[config.mk]
export PLATFORM = sky130hd
export DESIGN_NAME = infix_expression_evaluator_top
export DESIGN_NICKNAME = d
export VERILOG_FILES = /design/src/design/iee_pkg.sv /design/src/design/iee_front.sv /design/src/design/iee_queue.sv /design/src/design/iee_arith.sv /design/src/design/iee_back.sv /design/src/design/infix_expression_evaluator_top.sv
export SDC_FILE = /design/constraint.sdc
export NUM_CORES = 2
export LEC_CHECK = 0
export BUFFER_PORTS_ARGS = -buffer_cell sky130_fd_sc_hd__buf_2
export CAP_MARGIN = 20
export CORE_ASPECT_RATIO = 1.5
export CORE_MARGIN = 4
export CORE_UTILIZATION = 25
export DETAILED_ROUTE_END_ITERATION = 6
export GPL_ROUTABILITY_DRIVEN = 0
export PLACE_DENSITY = 0.48
export SYNTH_ARGS = -nofsm -noshare
export SYNTH_HDL_FRONTEND = slang
export SYNTH_SLANG_ARGS = --single-unit
[constraint.sdc]
create_clock -name clk -period 7.87 [get_ports clk]
set_input_delay 0.3935 -clock clk [delete_from_list [all_inputs] [get_ports clk]]
set_output_delay 0.3935 -clock clk [all_outputs]
set_load 0.01 [all_outputs]
[src/design/iee_pkg.sv]
package iee_pkg;

    localparam int FRACTION_BITS_DEF       = 32;
    localparam int MAX_FRACTION_DIGITS_DEF = 9;
    localparam int QUEUE_DEPTH             = 2;

    localparam logic [1:0] ST_OK      = 2'd0;
    localparam logic [1:0] ST_DIV0    = 2'd1;
    localparam logic [1:0] ST_OPERAND = 2'd2;
    localparam logic [1:0] ST_OVF     = 2'd3;

    localparam logic [1:0] OP_ADD = 2'd0;
    localparam logic [1:0] OP_SUB = 2'd1;
    localparam logic [1:0] OP_MUL = 2'd2;
    localparam logic [1:0] OP_DIV = 2'd3;

    localparam logic [7:0] CH_PLUS  = 8'h2B;
    localparam logic [7:0] CH_MINUS = 8'h2D;
    localparam logic [7:0] CH_STAR  = 8'h2A;
    localparam logic [7:0] CH_SLASH = 8'h2F;
    localparam logic [7:0] CH_DOT   = 8'h2E;
    localparam logic [7:0] CH_SPACE = 8'h20;
    localparam logic [7:0] CH_ZERO  = 8'h30;
    localparam logic [7:0] CH_NINE  = 8'h39;

    // largest mantissa that still takes one more digit
    localparam logic [63:0] ACC_LIMIT = 64'h1999_9999_9999_9998;
    localparam logic [63:0] SIGN_BIT  = 64'h8000_0000_0000_0000;

    typedef struct packed {
        logic [7:0] ch;
        logic       last;
    } in_word_t;

    typedef struct packed {
        logic signed [63:0] value;
        logic [1:0]         status;
    } out_word_t;

    typedef enum logic [2:0] {
        TK_DIGIT,
        TK_DOT,
        TK_SPACE,
        TK_OP,
        TK_OTHER
    } tok_kind_t;

    typedef struct packed {
        tok_kind_t  kind;
        logic [3:0] code;
        logic       last;
    } token_t;

    typedef enum logic [1:0] {
        AR_MUL,
        AR_DIV,
        AR_CONV
    } arith_kind_t;

    typedef struct packed {
        arith_kind_t kind;
        logic [63:0] a;
        logic [63:0] b;
    } arith_req_t;

    typedef struct packed {
        logic [63:0] value;
        logic [1:0]  status;
    } arith_rsp_t;

    function automatic logic [63:0] mag64(input logic [63:0] x);
        mag64 = x[63] ? (64'd0 - x) : x;
    endfunction

    function automatic logic [63:0] pow10(input logic [3:0] k);
        unique case (k)
            4'd0:  pow10 = 64'd1;
            4'd1:  pow10 = 64'd10;
            4'd2:  pow10 = 64'd100;
            4'd3:  pow10 = 64'd1000;
            4'd4:  pow10 = 64'd10000;
            4'd5:  pow10 = 64'd100000;
            4'd6:  pow10 = 64'd1000000;
            4'd7:  pow10 = 64'd10000000;
            4'd8:  pow10 = 64'd100000000;
            4'd9:  pow10 = 64'd1000000000;
            4'd10: pow10 = 64'd10000000000;
            4'd11: pow10 = 64'd100000000000;
            4'd12: pow10 = 64'd1000000000000;
            4'd13: pow10 = 64'd10000000000000;
            4'd14: pow10 = 64'd100000000000000;
            4'd15: pow10 = 64'd1000000000000000;
        endcase
    endfunction

endpackage

[src/design/iee_front.sv]
module iee_front (
    input  logic              push,
    input  iee_pkg::in_word_t item,
    input  logic              queue_full,
    output logic              full,
    output logic              wr,
    output iee_pkg::token_t   token
);

    always_comb
    begin
        token.last = item.last;
        token.code = 4'd0;
        if (item.ch >= iee_pkg::CH_ZERO && item.ch <= iee_pkg::CH_NINE)
        begin
            token.kind = iee_pkg::TK_DIGIT;
            token.code = item.ch[3:0];
        end
        else if (item.ch == iee_pkg::CH_DOT)
            token.kind = iee_pkg::TK_DOT;
        else if (item.ch == iee_pkg::CH_SPACE)
            token.kind = iee_pkg::TK_SPACE;
        else if (item.ch == iee_pkg::CH_PLUS)
        begin
            token.kind = iee_pkg::TK_OP;
            token.code = {2'b00, iee_pkg::OP_ADD};
        end
        else if (item.ch == iee_pkg::CH_MINUS)
        begin
            token.kind = iee_pkg::TK_OP;
            token.code = {2'b00, iee_pkg::OP_SUB};
        end
        else if (item.ch == iee_pkg::CH_STAR)
        begin
            token.kind = iee_pkg::TK_OP;
            token.code = {2'b00, iee_pkg::OP_MUL};
        end
        else if (item.ch == iee_pkg::CH_SLASH)
        begin
            token.kind = iee_pkg::TK_OP;
            token.code = {2'b00, iee_pkg::OP_DIV};
        end
        else
            token.kind = iee_pkg::TK_OTHER;
    end

    assign full = queue_full;
    // drop spaces that do not end the expression
    assign wr = push && !queue_full && !(token.kind == iee_pkg::TK_SPACE && !item.last);

endmodule

[src/design/iee_queue.sv]
module iee_queue (
    input  logic            clk,
    input  logic            rst_n,
    input  logic            wr,
    input  iee_pkg::token_t wdata,
    output logic            full,
    input  logic            rd,
    output iee_pkg::token_t rdata,
    output logic            empty
);

    // depth is a power of two so the pointers wrap on their own
    localparam int AW = $clog2(iee_pkg::QUEUE_DEPTH);

    iee_pkg::token_t  mem_reg [iee_pkg::QUEUE_DEPTH];
    logic [AW-1:0]    wptr_reg;
    logic [AW-1:0]    rptr_reg;
    logic [AW:0]      count_reg;

    assign full  = (count_reg == (AW+1)'(iee_pkg::QUEUE_DEPTH));
    assign empty = (count_reg == '0);
    assign rdata = mem_reg[rptr_reg];

    always_ff @(posedge clk or negedge rst_n)
    begin
        if (!rst_n)
        begin
            wptr_reg  <= '0;
            rptr_reg  <= '0;
            count_reg <= '0;
        end
        else
        begin
            if (wr)
            begin
                mem_reg[wptr_reg] <= wdata;
                wptr_reg <= wptr_reg + 1'b1;
            end
            if (rd)
                rptr_reg <= rptr_reg + 1'b1;
            if (wr && !rd)
                count_reg <= count_reg + 1'b1;
            else if (rd && !wr)
                count_reg <= count_reg - 1'b1;
        end
    end

endmodule

[src/design/iee_arith.sv]
module iee_arith #(
    parameter int FRACTION_BITS = iee_pkg::FRACTION_BITS_DEF
) (
    input  logic                clk,
    input  logic                rst_n,
    input  logic                start,
    input  iee_pkg::arith_req_t req,
    output logic                done,
    output iee_pkg::arith_rsp_t rsp
);

    localparam int NW = 64 + FRACTION_BITS;
    localparam int CW = $clog2(NW);

    typedef enum logic [2:0] {
        A_IDLE,
        A_MUL,
        A_DIV,
        A_ROUND,
        A_SIGN
    } mode_t;

    mode_t                mode_reg;
    iee_pkg::arith_kind_t kind_reg;
    logic                 neg_reg;
    logic [CW-1:0]        cnt_reg;
    logic [127:0]         prod_reg;
    logic [63:0]          opnd_reg;
    logic [NW-1:0]        num_reg;
    logic [63:0]          rem_reg;
    logic [63:0]          q_reg;
    logic                 ovf_reg;
    logic [63:0]          mag_reg;
    logic                 done_reg;
    iee_pkg::arith_rsp_t  rsp_reg;

    logic [64:0] sum;
    logic [64:0] trial;
    logic [64:0] diff;
    logic        ge;
    logic [CW-1:0] lim;
    logic [63:0] mq;
    logic        rbit;
    logic        rovf;

    always_comb
    begin
        sum   = {1'b0, prod_reg[127:64]} + {1'b0, (prod_reg[0] ? opnd_reg : 64'd0)};
        trial = {rem_reg, num_reg[NW-1]};
        diff  = trial - {1'b0, opnd_reg};
        ge    = (trial >= {1'b0, opnd_reg});
        // a quotient bit at or above this index means the result cannot fit
        lim   = (kind_reg == iee_pkg::AR_CONV) ? CW'(63) : CW'(64);
        if (kind_reg == iee_pkg::AR_MUL)
        begin
            mq   = prod_reg[FRACTION_BITS+63 -: 64];
            rbit = prod_reg[FRACTION_BITS-1];
            rovf = (|prod_reg[127 -: (64-FRACTION_BITS)]) || (&mq && rbit);
        end
        else
        begin
            mq   = q_reg;
            rbit = ({rem_reg, 1'b0} >= {1'b0, opnd_reg});
            rovf = ovf_reg || (kind_reg == iee_pkg::AR_DIV && &q_reg && rbit);
        end
    end

    assign done = done_reg;
    assign rsp  = rsp_reg;

    always_ff @(posedge clk or negedge rst_n)
    begin
        if (!rst_n)
        begin
            mode_reg <= A_IDLE;
            kind_reg <= iee_pkg::AR_MUL;
            neg_reg  <= 1'b0;
            cnt_reg  <= '0;
            prod_reg <= '0;
            opnd_reg <= '0;
            num_reg  <= '0;
            rem_reg  <= '0;
            q_reg    <= '0;
            ovf_reg  <= 1'b0;
            mag_reg  <= '0;
            done_reg <= 1'b0;
            rsp_reg  <= '0;
        end
        else
        begin
            done_reg <= 1'b0;
            unique case (mode_reg)
                A_IDLE:
                begin
                    if (start)
                    begin
                        kind_reg <= req.kind;
                        rem_reg  <= '0;
                        q_reg    <= '0;
                        ovf_reg  <= 1'b0;
                        unique case (req.kind)
                            iee_pkg::AR_MUL:
                            begin
                                neg_reg  <= req.a[63] ^ req.b[63];
                                prod_reg <= {64'd0, iee_pkg::mag64(req.b)};
                                opnd_reg <= iee_pkg::mag64(req.a);
                                cnt_reg  <= CW'(63);
                                mode_reg <= A_MUL;
                            end
                            iee_pkg::AR_DIV:
                            begin
                                neg_reg  <= req.a[63] ^ req.b[63];
                                opnd_reg <= iee_pkg::mag64(req.b);
                                num_reg  <= {iee_pkg::mag64(req.a), {FRACTION_BITS{1'b0}}};
                                cnt_reg  <= CW'(NW-1);
                                if (req.b == 64'd0)
                                begin
                                    rsp_reg  <= {64'd0, iee_pkg::ST_DIV0};
                                    done_reg <= 1'b1;
                                end
                                else
                                    mode_reg <= A_DIV;
                            end
                            default:
                            begin
                                neg_reg  <= 1'b0;
                                opnd_reg <= req.b;
                                num_reg  <= {req.a, {FRACTION_BITS{1'b0}}};
                                cnt_reg  <= CW'(NW-1);
                                mode_reg <= A_DIV;
                            end
                        endcase
                    end
                end
                A_MUL:
                begin
                    prod_reg <= {sum, prod_reg[63:1]};
                    cnt_reg  <= cnt_reg - 1'b1;
                    if (cnt_reg == '0)
                        mode_reg <= A_ROUND;
                end
                A_DIV:
                begin
                    rem_reg <= ge ? diff[63:0] : trial[63:0];
                    q_reg   <= {q_reg[62:0], ge};
                    num_reg <= {num_reg[NW-2:0], 1'b0};
                    if (ge && cnt_reg >= lim)
                        ovf_reg <= 1'b1;
                    cnt_reg <= cnt_reg - 1'b1;
                    if (cnt_reg == '0)
                        mode_reg <= A_ROUND;
                end
                A_ROUND:
                begin
                    mag_reg  <= mq + {63'd0, rbit};
                    ovf_reg  <= rovf;
                    mode_reg <= A_SIGN;
                end
                A_SIGN:
                begin
                    if (ovf_reg)
                        rsp_reg <= {64'd0, iee_pkg::ST_OVF};
                    else if (neg_reg)
                    begin
                        if (mag_reg > iee_pkg::SIGN_BIT)
                            rsp_reg <= {64'd0, iee_pkg::ST_OVF};
                        else
                            rsp_reg <= {64'd0 - mag_reg, iee_pkg::ST_OK};
                    end
                    else if (mag_reg[63])
                        rsp_reg <= {64'd0, iee_pkg::ST_OVF};
                    else
                        rsp_reg <= {mag_reg, iee_pkg::ST_OK};
                    done_reg <= 1'b1;
                    mode_reg <= A_IDLE;
                end
                default:
                    mode_reg <= A_IDLE;
            endcase
        end
    end

endmodule

[src/design/iee_back.sv]
module iee_back #(
    parameter int MAX_FRACTION_DIGITS = iee_pkg::MAX_FRACTION_DIGITS_DEF
) (
    input  logic                 clk,
    input  logic                 rst_n,
    input  logic                 q_empty,
    input  iee_pkg::token_t      q_data,
    output logic                 q_rd,
    output logic                 ar_start,
    output iee_pkg::arith_req_t  ar_req,
    input  logic                 ar_done,
    input  iee_pkg::arith_rsp_t  ar_rsp,
    output logic                 empty,
    input  logic                 pop,
    output iee_pkg::out_word_t   result
);

    typedef enum logic [3:0] {
        S_IDLE,
        S_TAKE,
        S_ENDTOK,
        S_CLOSE,
        S_CONV,
        S_OPRED,
        S_FINRED,
        S_REDUCE,
        S_ARITH,
        S_OUT
    } state_t;

    state_t              state_reg;
    iee_pkg::token_t     tok_reg;
    logic                final_reg;
    logic [63:0]         stk0_reg;
    logic [63:0]         stk1_reg;
    logic [63:0]         stk2_reg;
    logic [1:0]          vcnt_reg;
    logic [1:0]          op0_reg;
    logic [1:0]          op1_reg;
    logic [1:0]          ocnt_reg;
    logic [63:0]         acc_reg;
    logic [3:0]          fdc_reg;
    logic                dseen_reg;
    logic                pend_reg;
    logic [1:0]          err_reg;
    logic                start_reg;
    iee_pkg::arith_req_t req_reg;
    logic                out_valid_reg;
    iee_pkg::out_word_t  out_reg;

    logic [63:0] acc_x10;
    logic [63:0] add_s;
    logic [63:0] sub_s;
    logic        add_ovf;
    logic        sub_ovf;
    state_t      red_ret;

    always_comb
    begin
        acc_x10 = (acc_reg << 3) + (acc_reg << 1) + {60'd0, tok_reg.code};
        add_s   = stk1_reg + stk0_reg;
        sub_s   = stk1_reg - stk0_reg;
        add_ovf = (stk1_reg[63] == stk0_reg[63]) && (add_s[63] != stk1_reg[63]);
        sub_ovf = (stk1_reg[63] != stk0_reg[63]) && (sub_s[63] != stk1_reg[63]);
        red_ret = final_reg ? S_FINRED : S_OPRED;
    end

    assign q_rd     = (state_reg == S_IDLE) && !q_empty;
    assign ar_start = start_reg;
    assign ar_req   = req_reg;
    assign empty    = !out_valid_reg;
    assign result   = out_reg;

    always_ff @(posedge clk or negedge rst_n)
    begin
        if (!rst_n)
        begin
            state_reg     <= S_IDLE;
            tok_reg       <= '0;
            final_reg     <= 1'b0;
            stk0_reg      <= '0;
            stk1_reg      <= '0;
            stk2_reg      <= '0;
            vcnt_reg      <= '0;
            op0_reg       <= '0;
            op1_reg       <= '0;
            ocnt_reg      <= '0;
            acc_reg       <= '0;
            fdc_reg       <= '0;
            dseen_reg     <= 1'b0;
            pend_reg      <= 1'b0;
            err_reg       <= iee_pkg::ST_OK;
            start_reg     <= 1'b0;
            req_reg       <= '0;
            out_valid_reg <= 1'b0;
            out_reg       <= '0;
        end
        else
        begin
            start_reg <= 1'b0;
            // the output step reloads the word itself
            if (pop && out_valid_reg && state_reg != S_OUT)
                out_valid_reg <= 1'b0;

            unique case (state_reg)
                S_IDLE:
                begin
                    if (!q_empty)
                    begin
                        tok_reg   <= q_data;
                        state_reg <= S_TAKE;
                    end
                end
                S_TAKE:
                begin
                    state_reg <= S_ENDTOK;
                    if (err_reg == iee_pkg::ST_OK)
                    begin
                        unique case (tok_reg.kind)
                            iee_pkg::TK_DIGIT:
                            begin
                                pend_reg <= 1'b1;
                                if (dseen_reg && fdc_reg >= 4'(MAX_FRACTION_DIGITS))
                                    ;
                                else if (acc_reg > iee_pkg::ACC_LIMIT)
                                begin
                                    if (!dseen_reg)
                                        err_reg <= iee_pkg::ST_OVF;
                                end
                                else
                                begin
                                    acc_reg <= acc_x10;
                                    if (dseen_reg)
                                        fdc_reg <= fdc_reg + 1'b1;
                                end
                            end
                            iee_pkg::TK_DOT:
                            begin
                                pend_reg  <= 1'b1;
                                dseen_reg <= 1'b1;
                            end
                            iee_pkg::TK_SPACE:
                                ;
                            default:
                                state_reg <= S_CLOSE;
                        endcase
                    end
                end
                S_ENDTOK:
                begin
                    if (tok_reg.last)
                    begin
                        final_reg <= 1'b1;
                        state_reg <= S_CLOSE;
                    end
                    else
                        state_reg <= S_IDLE;
                end
                S_CLOSE:
                begin
                    if (err_reg != iee_pkg::ST_OK)
                        state_reg <= final_reg ? S_OUT : S_ENDTOK;
                    else if (pend_reg)
                    begin
                        start_reg <= 1'b1;
                        req_reg   <= {iee_pkg::AR_CONV, acc_reg, iee_pkg::pow10(fdc_reg)};
                        state_reg <= S_CONV;
                    end
                    else if (final_reg)
                        state_reg <= S_FINRED;
                    else if (tok_reg.kind == iee_pkg::TK_OP)
                        state_reg <= S_OPRED;
                    else
                        state_reg <= S_ENDTOK;
                end
                S_CONV:
                begin
                    if (ar_done)
                    begin
                        pend_reg  <= 1'b0;
                        dseen_reg <= 1'b0;
                        acc_reg   <= '0;
                        fdc_reg   <= '0;
                        if (ar_rsp.status != iee_pkg::ST_OK)
                            err_reg <= ar_rsp.status;
                        else if (vcnt_reg == 2'd3)
                            err_reg <= iee_pkg::ST_OPERAND;
                        else
                        begin
                            stk0_reg <= ar_rsp.value;
                            stk1_reg <= stk0_reg;
                            stk2_reg <= stk1_reg;
                            vcnt_reg <= vcnt_reg + 1'b1;
                        end
                        // back through the close step to dispatch
                        state_reg <= S_CLOSE;
                    end
                end
                S_OPRED:
                begin
                    if (err_reg != iee_pkg::ST_OK)
                        state_reg <= S_ENDTOK;
                    else if (ocnt_reg != 2'd0 && op0_reg[1] >= tok_reg.code[1])
                        state_reg <= S_REDUCE;
                    else
                    begin
                        if (ocnt_reg == 2'd2)
                            err_reg <= iee_pkg::ST_OPERAND;
                        else
                        begin
                            op0_reg  <= tok_reg.code[1:0];
                            op1_reg  <= op0_reg;
                            ocnt_reg <= ocnt_reg + 1'b1;
                        end
                        state_reg <= S_ENDTOK;
                    end
                end
                S_FINRED:
                begin
                    if (err_reg != iee_pkg::ST_OK)
                        state_reg <= S_OUT;
                    else if (ocnt_reg != 2'd0)
                        state_reg <= S_REDUCE;
                    else
                    begin
                        if (vcnt_reg == 2'd0)
                            err_reg <= iee_pkg::ST_OPERAND;
                        state_reg <= S_OUT;
                    end
                end
                S_REDUCE:
                begin
                    op0_reg   <= op1_reg;
                    ocnt_reg  <= ocnt_reg - 1'b1;
                    state_reg <= red_ret;
                    if (vcnt_reg < 2'd2)
                        err_reg <= iee_pkg::ST_OPERAND;
                    else
                    begin
                        unique case (op0_reg)
                            iee_pkg::OP_ADD:
                            begin
                                if (add_ovf)
                                    err_reg <= iee_pkg::ST_OVF;
                                else
                                begin
                                    stk0_reg <= add_s;
                                    stk1_reg <= stk2_reg;
                                    vcnt_reg <= vcnt_reg - 1'b1;
                                end
                            end
                            iee_pkg::OP_SUB:
                            begin
                                if (sub_ovf)
                                    err_reg <= iee_pkg::ST_OVF;
                                else
                                begin
                                    stk0_reg <= sub_s;
                                    stk1_reg <= stk2_reg;
                                    vcnt_reg <= vcnt_reg - 1'b1;
                                end
                            end
                            iee_pkg::OP_MUL:
                            begin
                                start_reg <= 1'b1;
                                req_reg   <= {iee_pkg::AR_MUL, stk1_reg, stk0_reg};
                                state_reg <= S_ARITH;
                            end
                            default:
                            begin
                                start_reg <= 1'b1;
                                req_reg   <= {iee_pkg::AR_DIV, stk1_reg, stk0_reg};
                                state_reg <= S_ARITH;
                            end
                        endcase
                    end
                end
                S_ARITH:
                begin
                    if (ar_done)
                    begin
                        if (ar_rsp.status != iee_pkg::ST_OK)
                            err_reg <= ar_rsp.status;
                        else
                        begin
                            stk0_reg <= ar_rsp.value;
                            stk1_reg <= stk2_reg;
                            vcnt_reg <= vcnt_reg - 1'b1;
                        end
                        state_reg <= red_ret;
                    end
                end
                S_OUT:
                begin
                    if (!out_valid_reg || pop)
                    begin
                        out_reg.value  <= (err_reg == iee_pkg::ST_OK) ? stk0_reg : 64'd0;
                        out_reg.status <= err_reg;
                        out_valid_reg  <= 1'b1;
                        // clear expression state for the next one
                        final_reg <= 1'b0;
                        vcnt_reg  <= '0;
                        ocnt_reg  <= '0;
                        acc_reg   <= '0;
                        fdc_reg   <= '0;
                        dseen_reg <= 1'b0;
                        pend_reg  <= 1'b0;
                        err_reg   <= iee_pkg::ST_OK;
                        state_reg <= S_IDLE;
                    end
                end
                default:
                    state_reg <= S_IDLE;
            endcase
        end
    end

endmodule

[src/design/infix_expression_evaluator_top.sv]
// Channel   Direction  Handshake          Word
// item      in         push / full        ch (8), last (1)
// result    out        empty / pop        value (64, signed Q), status (2)
//
// Spaces that do not end the expression are dropped at the front. Closing a number
// runs a conversion in the shared shift-subtract divider; a reduction does add or
// subtract in the back end and sends multiply and divide to the same unit.
// Reset returns to an empty expression; nothing needs clearing afterwards.
// A two-word queue lets the input run ahead; an unpopped result holds the back end,
// and full rises once two more words wait in the queue.
module infix_expression_evaluator_top #(
    parameter int FRACTION_BITS       = iee_pkg::FRACTION_BITS_DEF,
    parameter int MAX_FRACTION_DIGITS = iee_pkg::MAX_FRACTION_DIGITS_DEF
) (
    input  logic               clk,
    input  logic               rst_n,
    input  logic               push,
    output logic               full,
    input  iee_pkg::in_word_t  item,
    output logic               empty,
    input  logic               pop,
    output iee_pkg::out_word_t result
);

    logic                q_full;
    logic                q_wr;
    iee_pkg::token_t     q_wdata;
    logic                q_rd;
    iee_pkg::token_t     q_rdata;
    logic                q_empty;
    logic                ar_start;
    iee_pkg::arith_req_t ar_req;
    logic                ar_done;
    iee_pkg::arith_rsp_t ar_rsp;

    iee_front u_front (
        .push       (push),
        .item       (item),
        .queue_full (q_full),
        .full       (full),
        .wr         (q_wr),
        .token      (q_wdata)
    );

    iee_queue u_queue (
        .clk   (clk),
        .rst_n (rst_n),
        .wr    (q_wr),
        .wdata (q_wdata),
        .full  (q_full),
        .rd    (q_rd),
        .rdata (q_rdata),
        .empty (q_empty)
    );

    iee_arith #(
        .FRACTION_BITS (FRACTION_BITS)
    ) u_arith (
        .clk   (clk),
        .rst_n (rst_n),
        .start (ar_start),
        .req   (ar_req),
        .done  (ar_done),
        .rsp   (ar_rsp)
    );

    iee_back #(
        .MAX_FRACTION_DIGITS (MAX_FRACTION_DIGITS)
    ) u_back (
        .clk      (clk),
        .rst_n    (rst_n),
        .q_empty  (q_empty),
        .q_data   (q_rdata),
        .q_rd     (q_rd),
        .ar_start (ar_start),
        .ar_req   (ar_req),
        .ar_done  (ar_done),
        .ar_rsp   (ar_rsp),
        .empty    (empty),
        .pop      (pop),
        .result   (result)
    );

endmodule

==> key figures <==
Global route
  • First-pass GRT wire length: ~440000 um
  • Largest net degree at the start of global routing: 162
  • Total gr overflow: 0
  • Initial antenna violation count: 10
  • GR Util All Layers: 19.1%
  • Vias in the first global route: roughly 67000

Final layout
  • Share of layout cells above drive strength 1: 6.91%
  • Most frequent cells in the layout: nand2_1 (1250), dfrtp_1 (1012), a21oi_1 (861)
  • Area delta synth->final: 11.1%
  • Commonest non-fill, non-tap cell in the layout: nand2_1
  • Nets: 9038
  • Max reg flops: 130

Worst setup path
  • Critical path's top delay family: simple AND/OR/NAND/NOR gates
  • Slowest library cell on the worst path: nor3_1
  • Critical path fanouts, max: 6
  • Critical path class: reg2reg
  • Max stage delay on crit path: roughly 0.84 ns
  • Crit end category: register
  • Critical Path AT: 6.95 ns
  • Ordered list of cells on the worst path: ha_1 -> nand4_1 -> or2_2 -> nor3_1 -> nand2_1 -> nor2_1 -> nand3b_1 -> o21ai_0 -> mux2_2 -> ha_1 -> inv_1 -> a221oi_1 -> nand4_2 -> nor4_4 -> or3b_1 -> nor2_4 -> and3_4 -> nand2b_4 -> nor4_4 -> xor2_1 -> o21ai_1
  • Critical Path RT: 8.50 ns
  • CP startpoint kind: register
  • Buf+Inv Stages, Crit Path: 1

Detailed routing
  • Routed len/inst: 23.6 um
  • Vias: 67500
  • Metal3 WL: 12800 um
  • First drt pass iteration count: 6
  • Post-DRT Antenna Nets: 0
  • Via/cell ratio: around 5.4
  • Metal-1 WL: 114000 um
  • Routed wl met2: 144000 um
  • Uppermost routed layer: met5
  • 1st-iter DRT viols: 5703
  • DRC: 0
  • WL final: 295000 um

Logic synthesis
  • Synth area leader: dfrtp_1
  • Number of flops mapped to enable cells by yosys: 16
  • Ys Warns: 0
  • Post-Syn Nets: 9317
  • Top post-synthesis cells by area: dfrtp_1 (35%), ha_1 (6.9%), nand2_1 (6.5%)
  • Register area share after synthesis: 35.6%
  • Distinct cells, synth: ~110
  • Mapped Area: 72700 sq um
  • Synth top area share: 35.0%
  • Syn avg cell area: roughly 8 sq um
  • Top FF cell, synth: dfrtp_1
  • Synth Register Bits: 1032
  • Share of synthesized registers carrying an async set or reset: a little over nine tenths
  • Mapped Cells: 8898

Clock tree
  • Worst-Skew Late Latency: 0.75 ns
  • Clk sink count: 1032
  • Worst-case clock buffer depth: 3
  • Post-CTS setup buffer count: 0
  • # hold bufs at CTS: 5
  • Num CTS Buffers: 114
  • CTS clk-pin slew, worst paths: about 0.07 ns
  • # resized after CTS: 0
  • CTS tree: built
  • H-tree level count: 3
  • Clock root buffer master: clkbuf_16

Timing
  • Final setup viols: 0
  • Fin. max-slew vios: 0
  • Max_slew headroom: 18.0%
  • RSZ-0062 raised after global routing: false
  • Period utilization: 80.4%
  • TNS Setup: 0 ns
  • Peak Freq: 158 MHz
  • Slew @ Worst Pin: 1.22 ns
  • Final Hold Fails: 0
  • Clock Skews: 0.0455 ns
  • Final min period: 6.33 ns
  • Final setup margin: around 1.5 ns

Pwr
  • Sw Pwr: ~16000 uW
  • Cell Int Power: 15600 uW
  • Comb power frac: a little over half
  • Clock power frac: 18.5%
  • Peak VDD IR: about 0.00026 V
  • Switching share of power: 50.7%
  • PwrDens: 391 nW/um^2
  • Reg power frac: 26.6%
  • Total power: 31600 uW
  • P_leak: around 0.035 uW

Placement
  • PortBufs: 80
  • Place WS: 1.64 ns
  • Hpwl dp: approximately 230000 um

Die
  • Die area: 300000 sq um
  • Initial Utilization: 25.1%
  • Placeable Area: slightly below 300000 sq um
  • DIE WIDTH: around 450 um
  • Die H: 668 um
  • I/O Pins: 81
  • Row cnt: 242

Flow run
  • Max cap viols: 0

Outcome
  • Status: completed

Min path
  • Hold WC Path Type: in2reg
-- area by class of cell --
cell class	count	area, sq um
tap	3782	4730
fill	31300	209000
sequential	1032	25900
clock buffer	158	3290
inverter	284	1070
antenna	6	15.0
clock inverter	53	669
multi-input combinational	6993	43600
timing repair buffer	194	1410
-- path summary, 6_finish.rpt --
check | depth (start not counted) | slack, ns | from | end
worst min-delay path | 4 | 0.07 | item[7] | u_queue.mem_reg[1][5]
worst max-delay path | 21 | 1.54 | u_arith.rem_reg[59] | u_arith.mag_reg[61]
worst max register to register | 21 | 1.54 | u_arith.rem_reg[59] | u_arith.mag_reg[61]
worst min register to register | 2 | 0.47 | u_back.result[19] | u_back.result[19]
min in group asynchronous | 2 | 0.21 | rst_n | u_back.result[25]
max in group asynchronous | 4 | 5.40 | rst_n | u_arith.prod_reg[126]
-- worst reg2reg max path: stages, from the launching register on --
cell	delay, ns
dfrtp_1	0.41
ha_1	0.40
nand4_1	0.12
or2_2	0.33
nor3_1	0.84
nand2_1	0.11
nor2_1	0.43
nand3b_1	0.18
o21ai_0	0.39
mux2_2	0.24
ha_1	0.18
inv_1	0.06
a221oi_1	0.35
nand4_2	0.29
nor4_4	0.40
or3b_1	0.45
nor2_4	0.17
and3_4	0.25
nand2b_4	0.10
nor4_4	0.27
xor2_1	0.17
o21ai_1	0.08
-- routing by layer --
| metal | global-route usage [%] | vias up |
|---|---|---|
| met5 | 0 | - |
| met2 | 33.6 | 2112 |
| met4 | 12.8 | 2 |
| met1 | 21.7 | 33300 |
| li1 | - | 31400 |
| met3 | 2.10 | 712 |
-- power by group through the flow --
stage	clock network, uW	logic (uW)	registers [uW]
final	5850	17300	8410
after global routing	6170	18900	8550
after CTS	5980	17100	8370
after detailed placement	0	17100	8460
after global placement	0	16900	8410
after floorplan	0	12100	7460
-- stage by stage --
step                cells  area, sq um  utilization (%)  hold WS (ns)
floorplan            8898        72700                -        0.0979
detailed placement  12300        76700             26.5         0.450
global route        12500        80700             27.9        0.0728
CTS                 12500        80700             27.9        0.0134
global placement    12300        76600             26.5         0.456
finish              12500        80700             27.9        0.0672
-- kinds of logic (layout without fill, tap and decap cells) --
group	after synthesis	count (layout)	share of synthesized area, %
AO/OA/AOI/OAI	2924	2924	24.5
AND/OR/NAND/NOR	2916	2916	18.5
flip-flops	1032	1032	35.6
buffers and inverters	873	689	4.63
XOR/XNOR	473	473	5.70
adder cells (fa/ha/maj)	406	406	7.05
multiplexers	274	274	3.96
other	0	6	0
-- synthesized netlist by cell type (all sizes together), types with 15 or more instances --
library cell / number
nand2: 1258
or3: 96
clkbuf: 494
a31oi: 145
dfrtp: 1016
o21a: 37
nor2b: 58
a21o: 179
o2111ai: 17
o31ai: 183
edfxtp: 16
nor4: 80
nand3: 144
buf: 95
mux2: 107
or2: 28
inv: 282
a211oi: 126
o221ai: 15
o41ai: 31
a211o: 21
and3: 45
nand2b: 64
a22oi: 15
o211ai: 41
xor2: 226
a21oi: 864
a221oi: 27
o22ai: 18
o21ai: 898
mux2i: 167
or4: 38
nand4: 120
o21bai: 87
a21boi: 18
nor3: 174
ha: 400
a22o: 89
xnor2: 247
nor2: 637
and2: 101
(Power assumes the default switching activity.)
